File: config.mk
export PLATFORM = sky130hd
export DESIGN_NAME = pixel_downscale_2x_filter
export DESIGN_NICKNAME = d
export VERILOG_FILES = /design/src/hdl/pd2x_pkg.sv /design/src/hdl/pd2x_div7.sv /design/src/hdl/pixel_downscale_2x_filter.sv
export VERILOG_INCLUDE_DIRS = /design/src /design/src/hdl
export SDC_FILE = /design/constraint.sdc
export NUM_CORES = 1
export LEC_CHECK = 0
export BUFFER_PORTS_ARGS = -buffer_cell sky130_fd_sc_hd__buf_2
export CORE_ASPECT_RATIO = 0.5
export CORE_UTILIZATION = 50
export CTS_BUF_LIST = sky130_fd_sc_hd__clkbuf_2
export DETAILED_ROUTE_END_ITERATION = 7
export HOLD_SLACK_MARGIN = 0.08
export PLACE_DENSITY = 0.65
export SETUP_SLACK_MARGIN = 0.4
export SYNTH_ARGS = -nofsm -noshare
export SYNTH_HDL_FRONTEND = slang
export SYNTH_SLANG_ARGS = --single-unit
File: constraint.sdc
create_clock -name clk -period 11.4 [get_ports clk]
set_input_delay 0.57 -clock clk [delete_from_list [all_inputs] [get_ports clk]]
set_output_delay 0.57 -clock clk [all_outputs]
set_load 0.03 [all_outputs]
File: src/hdl/pixel_downscale_2x_filter_defines.svh
// Assertion macros shared by the 2x downscale filter RTL.
`ifndef PIXEL_DOWNSCALE_2X_FILTER_DEFINES_SVH
`define PIXEL_DOWNSCALE_2X_FILTER_DEFINES_SVH
`ifndef SYNTHESIS
// Same-cycle implication, disabled while reset is active
`define PD2X_ASSERT_IMPLY(label, clk_sig, rst_n_sig, ante, cons) \
	label: assert property (@(posedge clk_sig) disable iff (!rst_n_sig) (ante) |-> (cons)) \
		else $error("pd2x assertion failed");
// Next-cycle implication, disabled while reset is active
`define PD2X_ASSERT_NEXT(label, clk_sig, rst_n_sig, ante, cons) \
	label: assert property (@(posedge clk_sig) disable iff (!rst_n_sig) (ante) |=> (cons)) \
		else $error("pd2x assertion failed");
`else
`define PD2X_ASSERT_IMPLY(label, clk_sig, rst_n_sig, ante, cons)
`define PD2X_ASSERT_NEXT(label, clk_sig, rst_n_sig, ante, cons)
`endif
`endif

File: src/hdl/pd2x_pkg.sv
// Shared types, codes and helper functions of the 2x downscale filter.
package pd2x_pkg;

	// Edge codes for column_edge and row_edge
	localparam logic [1:0] EDGE_NONE  = 2'd0;
	localparam logic [1:0] EDGE_FIRST = 2'd1;
	localparam logic [1:0] EDGE_LAST  = 2'd2;

	// filter_axes codes; the unused code behaves as two-dimensional
	localparam logic [1:0] AXES_2D    = 2'd0;
	localparam logic [1:0] AXES_HORIZ = 2'd1;
	localparam logic [1:0] AXES_VERT  = 2'd2;

	// Control that travels alongside the divide-by-7 stages
	typedef struct packed {
		logic       valid;
		logic [1:0] sevens;	// number of factors of 7 in the divisor
	} div_ctrl_t;

	// 1,3,3,1 tap weight with the missing edge tap zeroed
	function automatic logic [1:0] tap_weight(input logic [1:0] edge_code,
		input logic [1:0] tap);
		logic [1:0] w;
		w = (tap == 2'd0 || tap == 2'd3) ? 2'd1 : 2'd3;
		if (edge_code == EDGE_FIRST && tap == 2'd0) begin
			w = 2'd0;
		end
		if (edge_code == EDGE_LAST && tap == 2'd3) begin
			w = 2'd0;
		end
		return w;
	endfunction

	// Half the divisor 8^eights * 7^sevens, used for round-to-nearest
	function automatic logic [5:0] round_offset(input logic [1:0] eights,
		input logic [1:0] sevens);
		logic [5:0] ofs;
		unique case ({eights, sevens})
			{2'd2, 2'd0}: ofs = 6'd32;
			{2'd1, 2'd1}: ofs = 6'd28;
			{2'd0, 2'd2}: ofs = 6'd24;
			{2'd1, 2'd0}: ofs = 6'd4;
			{2'd0, 2'd1}: ofs = 6'd3;
			default:      ofs = 6'd0;
		endcase
		return ofs;
	endfunction

endpackage

File: src/hdl/pd2x_div7.sv
// Registered divide-by-7 stage with bypass, using an exact reciprocal multiply.
`include "pixel_downscale_2x_filter_defines.svh"

module pd2x_div7 #(
	parameter int W    = 14,
	parameter int STEP = 1
) (
	input  logic                clk,
	input  logic                arst_n,
	input  pd2x_pkg::div_ctrl_t ctrl_in,
	input  logic [W-1:0]        x,
	output pd2x_pkg::div_ctrl_t ctrl_out,
	output logic [W-1:0]        q
);

	// K = W + 3 with a rounded-up reciprocal gives floor(x/7) exactly for x < 2^W
	localparam int K  = W + 3;
	localparam int RW = W + 3;
	localparam logic [W:0] RECIP = (W + 1)'(((64'd1 << K) + 64'd6) / 64'd7);
	localparam logic [1:0] STEP_CODE = 2'(STEP);

	logic [2*W:0]        prod;
	logic [W-1:0]        q_d;
	logic                bypass;
	pd2x_pkg::div_ctrl_t ctrl_q;
	logic [W-1:0]        q_q;

	// this stage divides only when the divisor still holds a factor of 7 for it
	assign bypass = ctrl_in.sevens < STEP_CODE;
	assign prod   = (2*W + 1)'(x) * (2*W + 1)'(RECIP);
	assign q_d    = bypass ? x : W'(prod >> K);

	// control register
	always_ff @(posedge clk or negedge arst_n) begin
		if (!arst_n) begin
			ctrl_q <= '0;
		end else begin
			ctrl_q <= ctrl_in;
		end
	end

	// quotient register
	always_ff @(posedge clk) begin
		q_q <= q_d;
	end

	assign ctrl_out = ctrl_q;
	assign q        = q_q;

	`PD2X_ASSERT_NEXT(a_div_bypass, clk, arst_n, ctrl_in.valid && bypass, q == $past(x))
	`PD2X_ASSERT_NEXT(a_div_quotient, clk, arst_n, ctrl_in.valid && !bypass, (RW'(q) * RW'(7) <= RW'($past(x))) && (RW'($past(x)) < RW'(q) * RW'(7) + RW'(7)))

endmodule

File: src/hdl/pixel_downscale_2x_filter.sv
// Top level of the 2x downscale filter: 4x4 window in, one rounded sample out.
// Path from an accepted request (start high) to the done strobe: request register, row-sum,
// window-sum, two divide-by-7 multiply stages and the result register.
// Throughput: one request per cycle; busy stays low, the pipeline never stalls.
// Reset clears the pipeline valid flags and sets filter_axes to two-dimensional.
// The receiver cannot stall: each result shows for one cycle with done high.
`include "pixel_downscale_2x_filter_defines.svh"

module pixel_downscale_2x_filter #(
	parameter int SAMPLE_BITS = 8
) (
	input  logic        clk,
	input  logic        arst_n,
	input  logic        start,
	output logic        busy,
	input  logic [31:0] row_top,
	input  logic [31:0] row_second,
	input  logic [31:0] row_third,
	input  logic [31:0] row_bottom,
	input  logic [1:0]  column_edge,
	input  logic [1:0]  row_edge,
	input  logic        cfg_write,
	input  logic [1:0]  cfg_data,
	output logic        done,
	output logic [7:0]  filtered_sample
);

	localparam int HSUM_W = SAMPLE_BITS + 3;	// 8 * max sample
	localparam int SUM_W  = SAMPLE_BITS + 6;	// 64 * max sample + rounding

	logic [1:0] filter_axes_q;

	// stage 1: registered request
	logic             valid_s1;
	logic [3:0][31:0] rows_s1;
	logic [1:0]       column_edge_s1;
	logic [1:0]       row_edge_s1;
	logic [1:0]       axes_s1;

	// stage 2: weighted row sums
	logic                          valid_s2;
	logic [HSUM_W-1:0]             hsum_s2 [4];
	logic [1:0]                    roww_s2 [4];
	logic [1:0]                    eights_s2;
	logic [1:0]                    sevens_s2;

	// stage 3: rounded window sum
	logic             valid_s3;
	logic [SUM_W-1:0] sum_s3;
	logic [1:0]       eights_s3;
	logic [1:0]       sevens_s3;

	logic [1:0]        colw [4];
	logic [1:0]        roww [4];
	logic [HSUM_W-1:0] hsum [4];
	logic [1:0]        eights;
	logic [1:0]        sevens;
	logic              col_seven;
	logic              row_seven;
	logic [SUM_W-1:0]  sum_d;
	logic [SUM_W-1:0]  shifted;

	pd2x_pkg::div_ctrl_t ctrl_a;
	pd2x_pkg::div_ctrl_t ctrl_b;
	pd2x_pkg::div_ctrl_t ctrl_c;
	logic [SUM_W-1:0]    quot_a;
	logic [SUM_W-1:0]    quot_b;

	logic       done_q;
	logic [7:0] filtered_sample_q;

	assign busy = 1'b0;

	// mode register
	always_ff @(posedge clk or negedge arst_n) begin
		if (!arst_n) begin
			filter_axes_q <= pd2x_pkg::AXES_2D;
		end else if (cfg_write) begin
			filter_axes_q <= cfg_data;
		end
	end

	// pipeline valid flags
	always_ff @(posedge clk or negedge arst_n) begin
		if (!arst_n) begin
			valid_s1 <= 1'b0;
			valid_s2 <= 1'b0;
			valid_s3 <= 1'b0;
		end else begin
			valid_s1 <= start;
			valid_s2 <= valid_s1;
			valid_s3 <= valid_s2;
		end
	end

	// stage 1 payload
	always_ff @(posedge clk) begin
		rows_s1[0]     <= row_top;
		rows_s1[1]     <= row_second;
		rows_s1[2]     <= row_third;
		rows_s1[3]     <= row_bottom;
		column_edge_s1 <= column_edge;
		row_edge_s1    <= row_edge;
		axes_s1        <= filter_axes_q;
	end

	// effective weights and divisor factors; one-axis modes collapse the other axis
	always_comb begin
		col_seven = (column_edge_s1 == pd2x_pkg::EDGE_FIRST) ||
			(column_edge_s1 == pd2x_pkg::EDGE_LAST);
		row_seven = (row_edge_s1 == pd2x_pkg::EDGE_FIRST) ||
			(row_edge_s1 == pd2x_pkg::EDGE_LAST);
		for (int k = 0; k < 4; k++) begin
			colw[k] = pd2x_pkg::tap_weight(column_edge_s1, 2'(k));
			roww[k] = pd2x_pkg::tap_weight(row_edge_s1, 2'(k));
		end
		unique case (axes_s1)
			pd2x_pkg::AXES_HORIZ: begin
				for (int k = 1; k < 4; k++) begin
					roww[k] = 2'd0;
				end
				roww[0] = 2'd1;
				eights  = {1'b0, ~col_seven};
				sevens  = {1'b0, col_seven};
			end
			pd2x_pkg::AXES_VERT: begin
				for (int k = 1; k < 4; k++) begin
					colw[k] = 2'd0;
				end
				colw[0] = 2'd1;
				eights  = {1'b0, ~row_seven};
				sevens  = {1'b0, row_seven};
			end
			default: begin
				eights = {1'b0, ~col_seven} + {1'b0, ~row_seven};
				sevens = {1'b0, col_seven} + {1'b0, row_seven};
			end
		endcase
	end

	// horizontal weighted sum of each row; samples past bit 31 read as zero
	always_comb begin
		logic [63:0] padded;
		for (int r = 0; r < 4; r++) begin
			padded  = {32'd0, rows_s1[r]};
			hsum[r] = '0;
			for (int c = 0; c < 4; c++) begin
				hsum[r] = hsum[r] + HSUM_W'(colw[c]) *
					HSUM_W'(padded[c*SAMPLE_BITS +: SAMPLE_BITS]);
			end
		end
	end

	// stage 2 payload
	always_ff @(posedge clk) begin
		for (int r = 0; r < 4; r++) begin
			hsum_s2[r] <= hsum[r];
			roww_s2[r] <= roww[r];
		end
		eights_s2 <= eights;
		sevens_s2 <= sevens;
	end

	// vertical weighting plus half the divisor
	always_comb begin
		sum_d = SUM_W'(pd2x_pkg::round_offset(eights_s2, sevens_s2));
		for (int r = 0; r < 4; r++) begin
			sum_d = sum_d + SUM_W'(roww_s2[r]) * SUM_W'(hsum_s2[r]);
		end
	end

	// stage 3 payload
	always_ff @(posedge clk) begin
		sum_s3    <= sum_d;
		eights_s3 <= eights_s2;
		sevens_s3 <= sevens_s2;
	end

	// powers of two in the divisor come off as a shift
	always_comb begin
		unique case (eights_s3)
			2'd1:    shifted = sum_s3 >> 3;
			2'd2:    shifted = sum_s3 >> 6;
			default: shifted = sum_s3;
		endcase
	end

	assign ctrl_a = '{valid: valid_s3, sevens: sevens_s3};

	// two divide-by-7 stages cover divisors 7 and 49
	pd2x_div7 #(.W(SUM_W), .STEP(1)) u_div_first (
		.clk      (clk),
		.arst_n   (arst_n),
		.ctrl_in  (ctrl_a),
		.x        (shifted),
		.ctrl_out (ctrl_b),
		.q        (quot_a)
	);

	pd2x_div7 #(.W(SUM_W), .STEP(2)) u_div_second (
		.clk      (clk),
		.arst_n   (arst_n),
		.ctrl_in  (ctrl_b),
		.x        (quot_a),
		.ctrl_out (ctrl_c),
		.q        (quot_b)
	);

	// result strobe
	always_ff @(posedge clk or negedge arst_n) begin
		if (!arst_n) begin
			done_q <= 1'b0;
		end else begin
			done_q <= ctrl_c.valid;
		end
	end

	// result sample; the quotient never exceeds the largest input sample
	always_ff @(posedge clk) begin
		filtered_sample_q <= 8'(quot_b);
	end

	assign done            = done_q;
	assign filtered_sample = filtered_sample_q;

	`PD2X_ASSERT_IMPLY(a_latency, clk, arst_n, start && !busy, ##6 done)
	`PD2X_ASSERT_IMPLY(a_result_range, clk, arst_n, done, (16'(filtered_sample) >> SAMPLE_BITS) == 16'd0)
	`PD2X_ASSERT_IMPLY(a_divisor_factors, clk, arst_n, valid_s3, (3'(eights_s3) + 3'(sevens_s3) == 3'd1) || (3'(eights_s3) + 3'(sevens_s3) == 3'd2))

endmodule

* Word level (Yosys, flattened, before mapping)
Memories as Yosys holds them, arrays and structs flattened.
Index checks and enable logic that the tools add are counted.
** Operators by class
- Divide/modulo/power cells :: 0
- Shift-type cells :: 0
- Bitwise logic cells :: 2
- Reduce and logical (&&, ||, !) cells :: 2
- Muxes and demuxes :: 12
- Eq/ne operators :: 13
- Add/subtract/negate cells :: 18
- $mul :: 22
- Magnitude comparators :: 2
** Operators with widths (number)
- $mul A2 B8 Y10 :: 16
- $add A11 B10 Y11 :: 8
- $mul A2 B11 Y13 :: 4
- $add A10 B10 Y11 :: 4
- $add A14 B13 Y14 :: 3
- $pmux W6 S5 :: 1
- $mul A14 B15 Y29 const B :: 1
- $pmux W14 S2 :: 1
- $mul A14 B15 Y25 const B :: 1
- $add A6 B13 Y14 :: 1
- $mux W7 :: 2
- $mux W12 :: 1
- $eq A2 B1 Y1 const B :: 4
- $eq A2 B2 Y1 const B :: 4
- $eq A4 B3 Y1 const B :: 2
- $mux W8 :: 1
- $pmux W2 S2 :: 2
- $add A1 B1 Y2 :: 2
- $eq A4 B1 Y1 const B :: 1
- $eq A4 B2 Y1 const B :: 1
- $eq A4 B4 Y1 const B :: 1
- $mux W1 :: 4
- $logic_or A1 B1 Y1 :: 2
- $lt A2 B1 Y1 const B :: 1
- other kinds (2) :: 3
** Word-level totals
- Word-level logic and storage cells :: 97
- Register bits after elaboration :: 196
- Bits in latches :: 0
- ROM bits :: 0
- Bits of input ports :: 138
- Bits in writable memories :: 52
- Output and inout bits :: 10
- Memories :: 2
** Memories
- hsum_s2 :: words 4, width 11, read ports 4, clocked after Yosys merged registers in 0, write ports 4, line pixel_downscale_2x_filter.sv:42 : logic [HSUM_W-1:0] hsum_s2 [4];
- roww_s2 :: words 4, width 2, read ports 4, clocked after Yosys merged registers in 0, write ports 4, line pixel_downscale_2x_filter.sv:43 : logic [1:0] roww_s2 [4];

* Logic depth before layout (Yosys ltp)
- Word-level depth :: 7
- Gate-level depth with buffers :: 26
- Gate-level depth less buffers :: 25

* Cells and area by module
Synthesis repeated with hierarchy kept, for this count alone.
** Unflattened totals
- Cells, all modules :: 1837
- Area total of the unflattened synthesis :: 19392.3 um2
** By module, submodules not included
- pixel_downscale_2x_filter :: cells each 1236, area an instance 13232.7 um2, instances 1, seq. area each 4374.2 um2
- pd2x_div7 (u_div_first) :: cells each 309, area an instance 3106.7 um2, instances 1, seq. area each 355.3 um2
- pd2x_div7 (u_div_second) :: cells each 292, area an instance 3052.9 um2, instances 1, seq. area each 355.3 um2

* Worst setup path after synthesis
Ideal clock, no wire load.
- Path type :: reg-to-reg
- Start point :: reg eights_s3[0]
- End point :: reg u_div_first.q_q[9], in the netlist u_div_first.q[9]
- Buffers on the path :: 1
- Arrival :: 5.662 ns
- Path slack :: 5.651 ns
- Required time :: 11.313 ns
- Library setup time :: 0.087 ns
- Clock period less this slack :: 5.749 ns
- Cell stages (with the launch flop) :: 23
- Cells stage by stage :: dfxtp_1 inv_1 ha_1 clkbuf_1 o21ai_0 inv_1 fa_1 inv_1 fa_1 fa_1 fa_1 inv_1 fa_1 inv_1 ha_1 or2_2 a21oi_1 a21oi_1 a21oi_1 a21oi_1 o31a_1 o21a_1 o31ai_1
** Between the ends
- Word-level cells in the longest chain between the ends :: 4
- Elaborated cells between the ends (all ways) :: 5
- Those cells by class :: 1 x mul; 2 x eq/ne; 2 x mux
** RTL lines
- from (decl) :: line pixel_downscale_2x_filter.sv:50 : logic [1:0] eights_s3;
- from (signal assigned) :: line pixel_downscale_2x_filter.sv:175 : eights_s3 <= eights_s2;
- $eq A2 B2 Y1 or $eq A2 B1 Y1 (tied branches) :: line pixel_downscale_2x_filter.sv:181 : unique case (eights_s3)
- $pmux W14 S2 (*) :: line pixel_downscale_2x_filter.sv:181
- $mul A14 B15 Y29 :: line pd2x_div7.sv:30 : assign prod = (2*W + 1)'(x) * (2*W + 1)'(RECIP);
- $mux W12 (*) :: line pd2x_div7.sv:31 : assign q_d = bypass ? x : W'(prod >> K);
- net u_div_first.q_d[9] :: line pd2x_div7.sv:23 : logic [W-1:0] q_d;
- to (signal assigned) :: line pd2x_div7.sv:44 : q_q <= q_d;
- to (decl) :: line pd2x_div7.sv:26 : logic [W-1:0] q_q;
Mark *: on every way through the listed nets, which the timed path passes. The rest lies on a longest branch.
A chain may end at the register's enable or synchronous reset.

* Worst setup path in the final report
Ends and elaborated chain as after synthesis.

==> metrics.txt <==
first-pass GRT wire length 59440 um; fin crit period 6.495 ns; clk slew on worst S/H paths 0.14 ns; via/cell ratio 4.688; post-synthesis net count 2408; f_max 154.0 MHz; antenna violations before repair 1; Main synth FF type dfxtp_1; sequential share of the synthesized area 0.2668; router iterations before antenna repair 4; Final Hold Vio Count 0; Synth area leader dfxtp_1; sequential cell area 4890 um^2; detailed-route via count 12.07k; Resize count post-CTS 0; die area 37480 um^2; crit path kind reg -> reg; Slew HR 0.3245; maxcap violations 0; crit path cell chain inv_1 -> ha_1 -> o21ai_0 -> inv_1 -> fa_1 -> inv_1 -> fa_1 -> fa_1 -> fa_1 -> inv_1 -> fa_1 -> inv_1 -> ha_1 -> or2_2 -> a21oi_1 -> a21oi_1 -> a21oi_1 -> a21oi_1 -> o31a_1 -> o21a_1 -> o31ai_1; top cell type's share of synthesized area 0.2545; RSZ-0062 raised after global routing false; CP peak stage delay 0.61 ns; class of the worst hold path in -> reg; Initial Util 0.5093; Hold Startpoint row_second[16]; commonest non-fill, non-tap cell in the layout inv_1; Root Buffer clkbuf_2; crit path DAT 7.33 ns; DRC viols 0; final setup vio count 0; Die W 272.8 um; CTS Sinks 242; fill count 3044; Worst R2R Path Depth 21; Final HPWL DP 26750 um; worst-path maximum fanout 25; fin. max-slew vios 0; crit share post-route 0.5697; core outline area 35990 um^2; CTS tree done; asr flop ratio synth 0.03719; synthesized flop and latch total 242; Mapped Avg Cell Area 10.63 um^2; Mapped Cells 1724; synth top area cells dfxtp_1 25%, fa_1 25%, ha_1 22%; most frequent cells in the layout 371 x inv_1, 320 x ha_1, 233 x dfxtp_1; row cnt 49; distinct cell type count after synthesis 56; vias in the first global route 12.63k; Num CTS Buffers 57; synth-to-layout area growth 17.54%; Setup Skew 0.1007 ns; largest net degree at the start of global routing 69; routed wire length 35020 um; grt ovf 0; Critical Path RT 12.23 ns; Reg2Reg Launch Point eights_s3[0]$_DFF_P_; Die Ht 137.4 um; ratio of cells with drive above 1 in the final layout 0.1221; status complete, no violations; reg-to-reg setup timing slack 4.90 ns; setup tns final 0 ns; Worst Hold End rows_s1[48]$_DFF_P_; Worst R2R End u_div_first.q[9]$_DFF_P_; nature of the critical path endpoint flop; H-tree lvl count 2; gr usage total 0.1994; number of synthesized flops with an enable pin 0; CP max-delay cell o21ai_0; routability congestion estimate 0.8449; Ys Warns 0; area of the multi-input gates 11950 um^2; hold depth 2; Final nets 2733; startpoint types flop; ANT nets after route 0; Worst-Margin Slew 1.006 ns; PortBufs 146; maximum clock path buffer count 3; synthesized area 18330 um^2; WL/cell 13.60 um; worst skew pair latency 0.99 ns; DRT iter0 DRCs 362; # IOs 148
[worst max path at each step]
stage               cells after the start  slack (ns)                  from                         to
floorplan                              22        5.65  eights_s3[0]$_DFF_P_   u_div_first.q[9]$_DFF_P_
global placement                       21        5.26  eights_s3[0]$_DFF_P_   u_div_first.q[9]$_DFF_P_
detailed placement                     21        4.97  eights_s3[0]$_DFF_P_   u_div_first.q[9]$_DFF_P_
CTS                                    21        4.95  eights_s3[0]$_DFF_P_   u_div_first.q[9]$_DFF_P_
global route                           21        4.37  eights_s3[0]$_DFF_P_  u_div_first.q[10]$_DFF_P_
finish                                 21        4.90  eights_s3[0]$_DFF_P_   u_div_first.q[9]$_DFF_P_
[metal layers]
| layer | vias up | part of all wire | global-route usage |
|---|---|---|---|
| li1 | 6125 | - | - |
| met1 | 5714 | 0.46 | 0.2519 |
| met2 | 171 | 0.48 | 0.3474 |
| met3 | 58 | 0.042 | 0.04165 |
| met4 | 0 | 0.019 | 0.05524 |
| met5 | - | 0 | 0 |
[critical path: cells and delay by family, from the launching register on]
kind | cells | cell delay (ns)
adders and majority gates | 7 | 3.23
AOI/OAI and AO/OA | 8 | 2.11
buffers and inverters | 5 | 0.41
DFF | 1 | 0.36
and+or+nand+nor | 1 | 0.29
[registers in the layout, summed over array words and instances, names as in the netlist]
name / flops
rows_s1: 128
valid_s1: 1
row_edge_s1: 2
u_div_first.q: 14
sevens_s2: 2
valid_s3: 1
u_div_second.ctrl_out: 1
u_div_first.ctrl_out: 2
valid_s2: 1
filtered_sample: 8
eights_s2: 2
u_div_second.q: 8
eights_s3: 2
sevens_s3: 2
sum_s3: 14
hsum_s2: 44
done: 1
filter_axes_q: 2
axes_s1: 2
roww_s2: 3
column_edge_s1: 2
[cells in the mapped netlist, types with 4 or more instances]
library cell / number
inv_1: 371
nand2_1: 48
ha_1: 321
o21ai_0: 21
nand2b_1: 11
or3_1: 4
dfrtp_1: 9
nand3_1: 11
a21o_1: 12
dfxtp_1: 233
nor2b_1: 62
mux2i_1: 4
xnor2_1: 38
fa_1: 225
and3_1: 4
nor2_1: 31
o21bai_1: 16
clkbuf_1: 20
nor3_1: 17
o21a_1: 7
mux2_2: 6
o31ai_1: 10
a21boi_0: 6
a31oi_1: 6
xor2_1: 10
a22oi_1: 7
nor4bb_1: 4
a21oi_1: 48
nor4b_1: 5
and2_1: 108
[logic make-up (layout without fill, tap and decap cells)]
family                   count (synthesis)  in the layout  synth area share
multiplexers                            10             10          0.005870
flip-flops                             242            242            0.2668
adder cells (fa/ha/maj)                546            546            0.4648
XOR/XNOR                                48             48           0.02293
AND/OR/NAND/NOR                        322            322           0.09966
buffers and inverters                  396            761           0.08143
AO/OA/AOI/OAI                          159            159           0.05829
other                                    1              2         0.0002046
[layout make-up]
type,instances,area share
clock inverters,25,0.007665
diodes,1,0.0001161
inverters,371,0.06463
multi-input cells,1086,0.5548
well taps,484,0.02811
flip-flops and latches,242,0.2269
repair buffers,291,0.1006
clock buffers,74,0.01719
[stage by stage]
stage,cells,setup WS (ns),util,cell area [um^2],hold slack (ns)
2_1_floorplan,1724,5.651,-,18330,0.2744
3_3_place_gp,2335,5.263,0.5451,19620,0.3132
3_5_place_dp,2335,4.973,0.5451,19620,0.3138
4_1_cts,2573,4.951,0.5986,21540,0.09154
5_1_grt,2574,4.369,0.5987,21550,0.09389
6_report,2574,4.905,0.5987,21550,0.2063
[what timing repair did]
item | CTS | global route
buffers inserted | 0 | 0
endpoints found under the hold margin | 144 | 0
hold buffers | 139 | 0
Power is not shown: default switching activity piles up to over one toggle a cycle in this logic, so the estimate is an artifact.
